==> config.mk <==
export PLATFORM = sky130hd
export DESIGN_NAME = opl_command_stream_decoder_core
export DESIGN_NICKNAME = d
export VERILOG_FILES = /design/src/design/oplcsd_pkg.sv /design/src/design/opl_command_stream_decoder_core.sv /design/src/design/oplcsd_ram.sv
export SDC_FILE = /design/constraint.sdc
export NUM_CORES = 2
export LEC_CHECK = 0
export ABC_AREA = 1
export ABC_CLOCK_PERIOD_IN_PS = 5900
export BUFFER_PORTS_ARGS = -buffer_cell sky130_fd_sc_hd__buf_2
export CAP_MARGIN = 15
export CORE_MARGIN = 10
export CORE_UTILIZATION = 65
export DETAILED_ROUTE_END_ITERATION = 12
export PLACE_DENSITY_LB_ADDON = 0.15
export SYNTH_ARGS = -nofsm -noshare
export SYNTH_HDL_FRONTEND = slang
export SYNTH_SLANG_ARGS = --single-unit
==> constraint.sdc <==
create_clock -name clock -period 5.9 [get_ports clock]
set_input_delay 0.295 -clock clock [delete_from_list [all_inputs] [get_ports clock]]
set_output_delay 0.295 -clock clock [all_outputs]
set_load 0.01 [all_outputs]
==> src/design/oplcsd_pkg.sv <==
package oplcsd_pkg;

   // Input opcodes
   localparam logic [1:0] OP_STREAM  = 2'd0;
   localparam logic [1:0] OP_TABLE   = 2'd1;
   localparam logic [1:0] OP_RESTART = 2'd2;

   // Stream formats
   localparam logic [1:0] FMT_IMF0 = 2'd0;
   localparam logic [1:0] FMT_IMF1 = 2'd1;
   localparam logic [1:0] FMT_DRO1 = 2'd2;
   localparam logic [1:0] FMT_DRO2 = 2'd3;

   // DRO1 command codes
   localparam logic [7:0] DRO1_SHORT   = 8'd0;
   localparam logic [7:0] DRO1_LONG    = 8'd1;
   localparam logic [7:0] DRO1_BANK_LO = 8'd2;
   localparam logic [7:0] DRO1_BANK_HI = 8'd3;
   localparam logic [7:0] DRO1_ESC     = 8'd4;

   // Configuration register indexes
   localparam logic [1:0] CSR_FORMAT      = 2'd0;
   localparam logic [1:0] CSR_SHORT_DELAY = 2'd1;
   localparam logic [1:0] CSR_LONG_DELAY  = 2'd2;
   localparam logic [1:0] CSR_MUTE_MASK   = 2'd3;

   localparam int CSR_DATA_W  = 9;
   localparam int TABLE_DEPTH = 128;
   localparam int TABLE_AW    = 7;

   localparam logic [7:0] LONG_DELAY_RESET = 8'd1;

   typedef enum logic [2:0] {
      KIND_NONE  = 3'd0,
      KIND_IMF   = 3'd1,
      KIND_SHORT = 3'd2,
      KIND_LONG1 = 3'd3,
      KIND_LONG2 = 3'd4,
      KIND_DATA  = 3'd5,
      KIND_ESC   = 3'd6
   } kind_type;

   typedef struct packed {
      logic [1:0] opcode;
      logic [7:0] byte_value;
      logic [6:0] table_index;
   } req_type;

   typedef struct packed {
      logic        write_enable;
      logic        bank;
      logic [7:0]  reg_addr;
      logic [7:0]  write_data;
      logic [16:0] delay_ticks;
   } rsp_type;

endpackage

==> src/design/opl_command_stream_decoder_core.sv <==
// OPL command stream decoder. Feed the bytes of an IMF, DRO1 or DRO2 register
// stream one beat at a time on the req_ channel (opcode 0); each completed
// command produces one rsp_ beat holding a chip register write and/or a delay
// in ticks (0..65536). Opcode 1 loads one entry of the 128-entry DRO2 register
// code table, opcode 2 restarts the parser (table and registers are kept).
// Throughput is one beat per cycle: every byte is decoded by a single pass of
// logic into one result register, and a new beat is taken whenever that
// register is empty or being drained in the same cycle, so req_stall only
// follows rsp_stall while a result is held. rsp_valid is registered and rises
// in the cycle after the final byte is accepted. The code table is a RAM with
// registered read; it is read when a DRO2 command byte arrives and its data
// is used with the following data byte. A table entry never loaded since
// reset reads as zero. Writes to registers of muted low-bank melodic channels
// come out with write_enable cleared. Change csr_ registers only while the
// block is idle; csr_ready is always high.
module opl_command_stream_decoder_core (
   input  logic                 clock,
   input  logic                 reset,
   // request channel
   input  logic                 req_valid,
   output logic                 req_stall,
   input  oplcsd_pkg::req_type  req_data,
   // result channel
   output logic                 rsp_valid,
   input  logic                 rsp_stall,
   output oplcsd_pkg::rsp_type  rsp_data,
   // configuration
   input  logic                 csr_valid,
   output logic                 csr_ready,
   input  logic [1:0]           csr_index,
   input  logic [8:0]           csr_data
);
   import oplcsd_pkg::*;

   // Mute lookup: map a register number to its melodic channel and test
   // the mask. High-bank registers never match these ranges.
   function automatic logic reg_muted(input logic [8:0] r, input logic [8:0] mask);
      logic       hit;
      logic [3:0] ch;
      hit = 1'b0;
      ch  = 4'd0;
      if ((r >= 9'h0A0 && r <= 9'h0A8) || (r >= 9'h0B0 && r <= 9'h0B8) ||
          (r >= 9'h0C0 && r <= 9'h0C8)) begin
         hit = 1'b1;
         ch  = r[3:0];
      end else if ((r >= 9'h020 && r <= 9'h035) || (r >= 9'h040 && r <= 9'h055) ||
                   (r >= 9'h060 && r <= 9'h075) || (r >= 9'h080 && r <= 9'h095) ||
                   (r >= 9'h0E0 && r <= 9'h0F5)) begin
         hit = 1'b1;
         case (r[4:0]) inside
            5'd0, 5'd3:   ch = 4'd0;
            5'd1, 5'd4:   ch = 4'd1;
            5'd2, 5'd5:   ch = 4'd2;
            5'd8, 5'd11:  ch = 4'd3;
            5'd9, 5'd12:  ch = 4'd4;
            5'd10, 5'd13: ch = 4'd5;
            5'd16, 5'd19: ch = 4'd6;
            5'd17, 5'd20: ch = 4'd7;
            5'd18, 5'd21: ch = 4'd8;
            default:      hit = 1'b0;
         endcase
      end
      return hit && mask[ch];
   endfunction

   // ---------------------------------------------------------------------
   // Configuration registers
   // ---------------------------------------------------------------------
   logic [1:0] format_ff;
   logic [7:0] short_code_ff;
   logic [7:0] long_code_ff;
   logic [8:0] mute_mask_ff;

   assign csr_ready = 1'b1;

   always_ff @(posedge clock) begin
      if (reset) begin
         format_ff     <= FMT_IMF0;
         short_code_ff <= 8'd0;
         long_code_ff  <= LONG_DELAY_RESET;
         mute_mask_ff  <= 9'd0;
      end else if (csr_valid && csr_ready) begin
         unique case (csr_index)
            CSR_FORMAT:      format_ff     <= csr_data[1:0];
            CSR_SHORT_DELAY: short_code_ff <= csr_data[7:0];
            CSR_LONG_DELAY:  long_code_ff  <= csr_data[7:0];
            CSR_MUTE_MASK:   mute_mask_ff  <= csr_data;
            default: ;
         endcase
      end
   end

   // ---------------------------------------------------------------------
   // Handshake
   // ---------------------------------------------------------------------
   logic    rsp_valid_ff, rsp_valid_in;
   rsp_type rsp_data_ff, rsp_data_in;
   logic    accept;

   // Hold the input only while a result sits unconsumed.
   assign req_stall = rsp_valid_ff && rsp_stall;
   assign accept    = req_valid && !req_stall;

   // ---------------------------------------------------------------------
   // Code table: RAM plus one valid bit per entry (unwritten reads zero)
   // ---------------------------------------------------------------------
   logic [TABLE_DEPTH-1:0] tbl_valid_ff;
   logic                   tbl_wr;
   logic                   tbl_rd;
   logic [7:0]             tbl_q;

   oplcsd_ram #(
      .WIDTH (8),
      .DEPTH (TABLE_DEPTH)
   ) u_code_table (
      .clock   (clock),
      .wr_en   (tbl_wr),
      .wr_addr (req_data.table_index),
      .wr_data (req_data.byte_value),
      .rd_en   (tbl_rd),
      .rd_addr (req_data.byte_value[TABLE_AW-1:0]),
      .rd_data (tbl_q)
   );

   always_ff @(posedge clock) begin
      if (reset) begin
         tbl_valid_ff <= '0;
      end else if (tbl_wr) begin
         tbl_valid_ff[req_data.table_index] <= 1'b1;
      end
   end

   // ---------------------------------------------------------------------
   // Parser state
   // ---------------------------------------------------------------------
   logic [1:0] phase_ff, phase_in;
   kind_type   kind_ff, kind_in;
   logic [8:0] held_reg_ff, held_reg_in;
   logic [7:0] held_data_ff, held_data_in;
   logic [7:0] held_low_ff, held_low_in;
   logic       hi_bank_ff, hi_bank_in;
   logic       tbl_sel_ff, tbl_sel_in;   // held_reg[7:0] comes from the table
   logic       tbl_hit_ff, tbl_hit_in;   // table entry was loaded at read time

   logic [7:0] b;
   logic [8:0] data_reg;
   logic       emit;
   logic [8:0] emit_reg;
   logic [7:0] emit_dat;
   logic [16:0] emit_dly;
   logic        emit_wr;

   assign b = req_data.byte_value;

   // Register named by a pending data command, resolved through the table.
   assign data_reg = tbl_sel_ff ? {held_reg_ff[8], (tbl_hit_ff ? tbl_q : 8'd0)}
                                : held_reg_ff;

   always_comb begin
      phase_in     = phase_ff;
      kind_in      = kind_ff;
      held_reg_in  = held_reg_ff;
      held_data_in = held_data_ff;
      held_low_in  = held_low_ff;
      hi_bank_in   = hi_bank_ff;
      tbl_sel_in   = tbl_sel_ff;
      tbl_hit_in   = tbl_hit_ff;
      tbl_wr       = 1'b0;
      tbl_rd       = 1'b0;
      emit         = 1'b0;
      emit_wr      = 1'b0;
      emit_reg     = 9'd0;
      emit_dat     = 8'd0;
      emit_dly     = 17'd0;

      if (accept) begin
         unique case (req_data.opcode)
            OP_TABLE: begin
               tbl_wr = 1'b1;
            end
            OP_RESTART: begin
               phase_in     = 2'd0;
               kind_in      = KIND_NONE;
               held_reg_in  = 9'd0;
               held_data_in = 8'd0;
               held_low_in  = 8'd0;
               hi_bank_in   = 1'b0;
               tbl_sel_in   = 1'b0;
            end
            OP_STREAM: begin
               unique case (kind_ff)
                  KIND_IMF: begin
                     if (phase_ff <= 2'd1) begin
                        held_data_in = b;
                        phase_in     = 2'd2;
                     end else if (phase_ff == 2'd2) begin
                        held_low_in = b;
                        phase_in    = 2'd3;
                     end else begin
                        emit     = 1'b1;
                        emit_wr  = 1'b1;
                        emit_reg = {1'b0, held_reg_ff[7:0]};
                        emit_dat = held_data_ff;
                        emit_dly = {1'b0, b, held_low_ff};
                     end
                  end
                  KIND_SHORT: begin
                     emit     = 1'b1;
                     emit_dly = 17'({1'b0, b} + 9'd1);
                  end
                  KIND_LONG1: begin
                     if (phase_ff == 2'd0) begin
                        held_low_in = b;
                        phase_in    = 2'd1;
                     end else begin
                        emit     = 1'b1;
                        emit_dly = {1'b0, b, held_low_ff} + 17'd1;
                     end
                  end
                  KIND_LONG2: begin
                     emit     = 1'b1;
                     emit_dly = {({1'b0, b} + 9'd1), 8'h00};
                  end
                  KIND_DATA: begin
                     emit     = 1'b1;
                     emit_wr  = 1'b1;
                     emit_reg = data_reg;
                     emit_dat = b;
                  end
                  KIND_ESC: begin
                     held_reg_in = {hi_bank_ff, b};
                     tbl_sel_in  = 1'b0;
                     kind_in     = KIND_DATA;
                  end
                  default: begin
                     // No command pending: this byte opens one.
                     phase_in = 2'd0;
                     if (format_ff == FMT_IMF0 || format_ff == FMT_IMF1) begin
                        held_reg_in = {1'b0, b};
                        tbl_sel_in  = 1'b0;
                        kind_in     = KIND_IMF;
                        phase_in    = 2'd1;
                     end else if (format_ff == FMT_DRO1) begin
                        unique case (b)
                           DRO1_SHORT:   kind_in = KIND_SHORT;
                           DRO1_LONG:    kind_in = KIND_LONG1;
                           DRO1_BANK_LO: begin
                              hi_bank_in = 1'b0;
                              kind_in    = KIND_NONE;
                           end
                           DRO1_BANK_HI: begin
                              hi_bank_in = 1'b1;
                              kind_in    = KIND_NONE;
                           end
                           DRO1_ESC:     kind_in = KIND_ESC;
                           default: begin
                              held_reg_in = {hi_bank_ff, b};
                              tbl_sel_in  = 1'b0;
                              kind_in     = KIND_DATA;
                           end
                        endcase
                     end else if (b == short_code_ff) begin
                        kind_in = KIND_SHORT;
                     end else if (b == long_code_ff) begin
                        kind_in = KIND_LONG2;
                     end else begin
                        // Look up the register now; the data byte uses it.
                        tbl_rd      = 1'b1;
                        tbl_hit_in  = tbl_valid_ff[b[TABLE_AW-1:0]];
                        tbl_sel_in  = 1'b1;
                        held_reg_in = {b[7], 8'd0};
                        kind_in     = KIND_DATA;
                     end
                  end
               endcase

               // A finished command drops all parser state but the bank.
               if (emit) begin
                  phase_in     = 2'd0;
                  kind_in      = KIND_NONE;
                  held_reg_in  = 9'd0;
                  held_data_in = 8'd0;
                  held_low_in  = 8'd0;
                  tbl_sel_in   = 1'b0;
               end
            end
            default: ;
         endcase
      end
   end

   always_ff @(posedge clock) begin
      if (reset) begin
         phase_ff     <= 2'd0;
         kind_ff      <= KIND_NONE;
         held_reg_ff  <= 9'd0;
         held_data_ff <= 8'd0;
         held_low_ff  <= 8'd0;
         hi_bank_ff   <= 1'b0;
         tbl_sel_ff   <= 1'b0;
         tbl_hit_ff   <= 1'b0;
      end else begin
         phase_ff     <= phase_in;
         kind_ff      <= kind_in;
         held_reg_ff  <= held_reg_in;
         held_data_ff <= held_data_in;
         held_low_ff  <= held_low_in;
         hi_bank_ff   <= hi_bank_in;
         tbl_sel_ff   <= tbl_sel_in;
         tbl_hit_ff   <= tbl_hit_in;
      end
   end

   // ---------------------------------------------------------------------
   // Result register
   // ---------------------------------------------------------------------
   always_comb begin
      rsp_data_in              = rsp_data_ff;
      rsp_valid_in             = rsp_valid_ff && rsp_stall;
      if (emit) begin
         rsp_valid_in             = 1'b1;
         rsp_data_in.write_enable = emit_wr && !reg_muted(emit_reg, mute_mask_ff);
         rsp_data_in.bank         = emit_reg[8];
         rsp_data_in.reg_addr     = emit_reg[7:0];
         rsp_data_in.write_data   = emit_dat;
         rsp_data_in.delay_ticks  = emit_dly;
      end
   end

   always_ff @(posedge clock) begin
      if (reset) begin
         rsp_valid_ff <= 1'b0;
      end else begin
         rsp_valid_ff <= rsp_valid_in;
      end
   end

   always_ff @(posedge clock) begin
      rsp_data_ff <= rsp_data_in;
   end

   assign rsp_valid = rsp_valid_ff;
   assign rsp_data  = rsp_data_ff;

endmodule

==> src/design/oplcsd_ram.sv <==
module oplcsd_ram #(
   parameter int WIDTH = 8,
   parameter int DEPTH = 128
) (
   input  logic                     clock,
   input  logic                     wr_en,
   input  logic [$clog2(DEPTH)-1:0] wr_addr,
   input  logic [WIDTH-1:0]         wr_data,
   input  logic                     rd_en,
   input  logic [$clog2(DEPTH)-1:0] rd_addr,
   output logic [WIDTH-1:0]         rd_data
);

   logic [WIDTH-1:0] mem_ff [DEPTH];
   logic [WIDTH-1:0] rd_data_ff;

   always_ff @(posedge clock) begin
      if (wr_en) begin
         mem_ff[wr_addr] <= wr_data;
      end
      if (rd_en) begin
         rd_data_ff <= mem_ff[rd_addr];
      end
   end

   assign rd_data = rd_data_ff;

endmodule
==> results.md <==
- Summing the areas of all compound-gate instances in the mapped netlist gives 12.9% of the synthesized area.
- The global-route wire length before repair is 203000 um.
- The effective utilization at floorplan is 65.4%.
- Of the post-synthesis cell area, the dominant cell type holds 63.3%.
- Dividing the detail-routed wire length by the instance count gives 23.9 um.
- Together, buffers and inverters on the worst path number 4.
- In the routed design, unresolved DRC markers number 0.
- The buffer cell driving the clock tree root is clkbuf_16.
- Measured along the y axis, the die boundary spans 299 um.
- The slowest stage of the critical path belongs to the cell nor3_1.
- The sum of overflow across all layers after global routing is 0.
- The critical path runs through a total of 11 cells.
- Before antenna repair, the detailed router went through 6 iterations.
- A synthesized cell averages 11.3 um^2.
- Summing the areas of all and, or, nand and nor instances in the mapped netlist gives 12.8% of the synthesized area.
- Summing internal, switching and leakage power gives 18.4 mW.
- The detailed router placed 35.5k vias in this run.
- The most critical setup path has its startpoint at req_data[9].
- In this run the critical register-to-register path is launched from kind_ff[2].
- Power spread over the standard cell area amounts to 330 nW/um^2.
- Once layout is complete, the utilization of the core stands at 72.2%.
- Per report_power, the combinational group accounts for 5.7% of the total.
- The number of hold-slack violations in the final timing report is 0.
- The worst hold path begins at csr_index[0].
- The first-iteration detailed-routing DRC count is 5162.
- Entering global routing, the biggest net connects 195 pins.
- Data arrives at the worst endpoint at 4.32 ns.
- The core area is 77300 um^2.
- The internal power of the cells totals 14.4 mW.
- The post-route clock period utilization is 64.2%.
- Setup total negative slack on the finished layout was measured at 0 ns.
- Routability-driven placement finished with a final weighted congestion of 0.915.
- The final layout contains 4478 nets.
- The ratio of cells with drive above 1 in the final layout is 7.92%.
- On the final layout, the worst clock skew is 0.0133 ns.
- TritonCTS built the clock tree.
- For this run, the slowest stage of the critical path takes 0.81 ns.
- The worst hold path class is input pin to flip-flop.
- Walking the worst path, the cells encountered are dlygate4sd3_1 -> buf_4 -> inv_1 -> nor2_4 -> buf_4 -> nand2_1 -> nand3_1 -> a211oi_1 -> nor3_1 -> nor3_1 -> a21oi_1.
- The switching part of the total power is 22.0%.
- The largest voltage drop on the vdd net is 0.000253 V.
- The worst setup path is launched from an input pin.
- The kind of critical path is input pin to flip-flop.
- The fmax is 264 MHz.
- The worst hold slack after final layout is 0.0486 ns.
- Yosys instantiated no cell more often than edfxtp_1.
- Yosys printed 0 warnings.
- The number of nets in the synthesized netlist is 4501.
- The port buffer count is 69.
- Setup repair after global routing left no endpoint under its margin.
- Sequential cells burn 52.4% of the power.
- The commonest cells after synthesis are edfxtp_1, nor2_1, o21ai_0.
- In the synthesized netlist, mux cells make up 0% of the area.
- Summed over all cells, the static leakage comes to 18.4 nW.
- The synthesized design contains 1256 register bits.
- Of all flip-flops after synthesis, the portion carrying an async set or reset was 0%.
- The number of global-route vias before repair is 33.1k.
- The TritonCTS buffer count is 121.
- The family of cells with the greatest summed delay on the critical path is simple AND/OR/NAND/NOR gates.
- The gate count of the mapped netlist is 4463.
- The HPWL reported at the end of detailed placement is 78400 um.
- The die footprint is 89400 um^2.
- The final count of negative-setup-slack endpoints is 0.
- The number of placed instances, taps included, is 5342.
- The number of ports placed on the die boundary is 71.
- The mapped netlist covers 50600 um^2.
- The sequential share of the synthesized area is 70.8%.
- The number of antenna violations at the first check in global routing came to 5.
- The headroom to the max-slew limit is 17.9%.
- Once detail routing completed, the nets flagged for antenna violations numbered 0.
- The aggregate global-route resource usage is 29.2%.
- The most frequently used flop master after synthesis is edfxtp_1.
- The max-slew violation count is 0.
- The growth of design area from synthesis to finish is 10.4%.
- The H-tree generated during clock tree synthesis spans 3 levels.
- Clock-pin slew was measured on the worst setup and hold paths at 0.06 ns.
- Summing the areas of all fa, ha and maj instances in the mapped netlist gives 0.124% of the synthesized area.
- The largest family of logic cells by synthesized area is compound AO/OA/AOI/OAI gates.
- The number of cells on the worst hold path is 4.
- The final instance count without filler cells is 5586.
- The largest total area in the synthesized netlist belongs to edfxtp_1.
- STA puts the critical path data required time at 6.44 ns.
- Yosys mapped a number of flops with a built-in enable equal to 1067.
- The count of distinct cell types in the synthesized netlist is 48.
- At the later pin of the worst-skew pair, clock insertion delay measures 0.69 ns.
- The xor/xnor share of the synthesized area is 0.242%.
- The buffer levels on the longest clock path is 3.
- The die extent in x is 299 um.
- The clock net in this run drives a total of 1256 sinks.
- The largest fanout of any net on the critical path is 46.
- The tool flagged a number of max-cap violations equal to 0.
- The total wire length is 133000 um.
- By area the synthesized netlist is led by edfxtp_1, nor2_1, dfxtp_1.
- Of the total power, the clock network draws 41.9%.
- The number of placement rows is 102.
- The time the worst path needs with I/O delays and setup is 3.79 ns.
- The number of cells on the worst reg-to-reg path is 15.
- The actual transition at the worst max-transition pin is 1.23 ns.
- In this run the power spent charging and discharging nets is 4.05 mW.
- The worst setup path is captured at a flip-flop.
- The flow ran to the end, and the final reports show no timing, DRC or antenna violations.
- After detailed routing, the number of vias per cell comes to 6.35.
- The count of filler cells inserted in the layout is 5288.
- The post-CTS repair timing setup buffer count is 0.
[timing repair]
item / in CTS / in global routing
resized for setup: 0 / 0
hold endpoints to repair: 42 / 0
endpoints found under the setup margin: 0 / 0
hold buffers: 15 / 0
[cell families (layout without fill, tap and decap cells)]
family | count (synthesis) | after routing
DFF | 1256 | 1256
xor gates and xnor gates | 14 | 14
AOI/OAI and AO/OA | 1160 | 1160
adders and majority gates | 5 | 5
other | 1 | 4
and+or+nand+nor | 1616 | 1616
buffers and inverters | 411 | 491
[layout by cell type, fill, tap and decap left out, types with 23 or more instances in the layout]
cell type	count
o22ai_1	292
nor2_1	1011
inv_1	109
edfxtp_1	1067
a21oi_1	93
o21a_1	27
nand3_1	86
buf_2	60
nand4_1	36
clkbuf_16	123
buf_4	52
clkbuf_1	42
a41oi_1	23
o21ai_0	648
nand2_1	413
dfxtp_1	189
[final cells by class]
| class | count | area [um^2] | area share, % |
|---|---|---|---|
| multi-input cells | 2796 | 13200 | 23.7 |
| inverters | 127 | 492 | 0.880 |
| diodes | 3 | 7.51 | 0.0134 |
| clock inverters | 40 | 453 | 0.811 |
| flip-flops and latches | 1256 | 35800 | 64.1 |
| well taps | 1040 | 1300 | 2.33 |
| clock buffers | 186 | 3520 | 6.31 |
| repair buffers | 138 | 1040 | 1.87 |
[power by group through the flow]
stage	Sequential (mW)	Combinational (mW)	Clock, mW
3_3_place_gp	9.85	0.993	0
2_1_floorplan	9.84	0.572	0
6_report	9.66	1.05	7.73
5_1_grt	9.66	1.12	8.13
3_5_place_dp	9.85	1.01	0
4_1_cts	9.66	1.02	7.75
[worst reg2reg max path, delay by kind of cell, from the launching register on]
family | cells | cell delay [ns]
buffers and inverters | 4 | 0.79
flip-flops | 1 | 0.54
AO/OA/AOI/OAI | 3 | 0.37
AND/OR/NAND/NOR | 8 | 1.58
[through the flow]
step | setup slack [ns] | area [um^2]
5_1_grt | 2.11 | 55900
2_1_floorplan | 2.91 | 50600
3_3_place_gp | 2.35 | 51700
3_5_place_dp | 2.25 | 51700
6_report | 2.11 | 55900
4_1_cts | 2.38 | 55900
[registers in the layout, summed over array words and instances, names as in the netlist]
signal	flops
held_low_ff	8
held_reg_ff	9
format_ff	2
tbl_valid_ff	128
hi_bank_ff	1
tbl_hit_ff	1
u_code_table.rd_data	8
held_data_ff	8
phase_ff	2
rsp_data	35
mute_mask_ff	9
long_code_ff	8
kind_ff	3
u_code_table.mem_ff	1024
rsp_valid	1
short_code_ff	8
tbl_sel_ff	1
[routing by layer]
layer	global-route usage (%)	vias to the layer above	part of all wire (%)
met3	6.14	340	11
met1	40.8	17100	39
li1	-	16000	-
met2	45.1	1982	46
met4	11.1	4	4.1
met5	0	-	0.017
[worst paths after layout]
check        slack (ns)                       to
min                0.05             format_ff[0]
max                2.11  u_code_table.rd_data[3]
min reg2reg        0.44          mute_mask_ff[7]
max reg2reg        2.48               tbl_hit_ff
(Power assumes the default switching activity.)
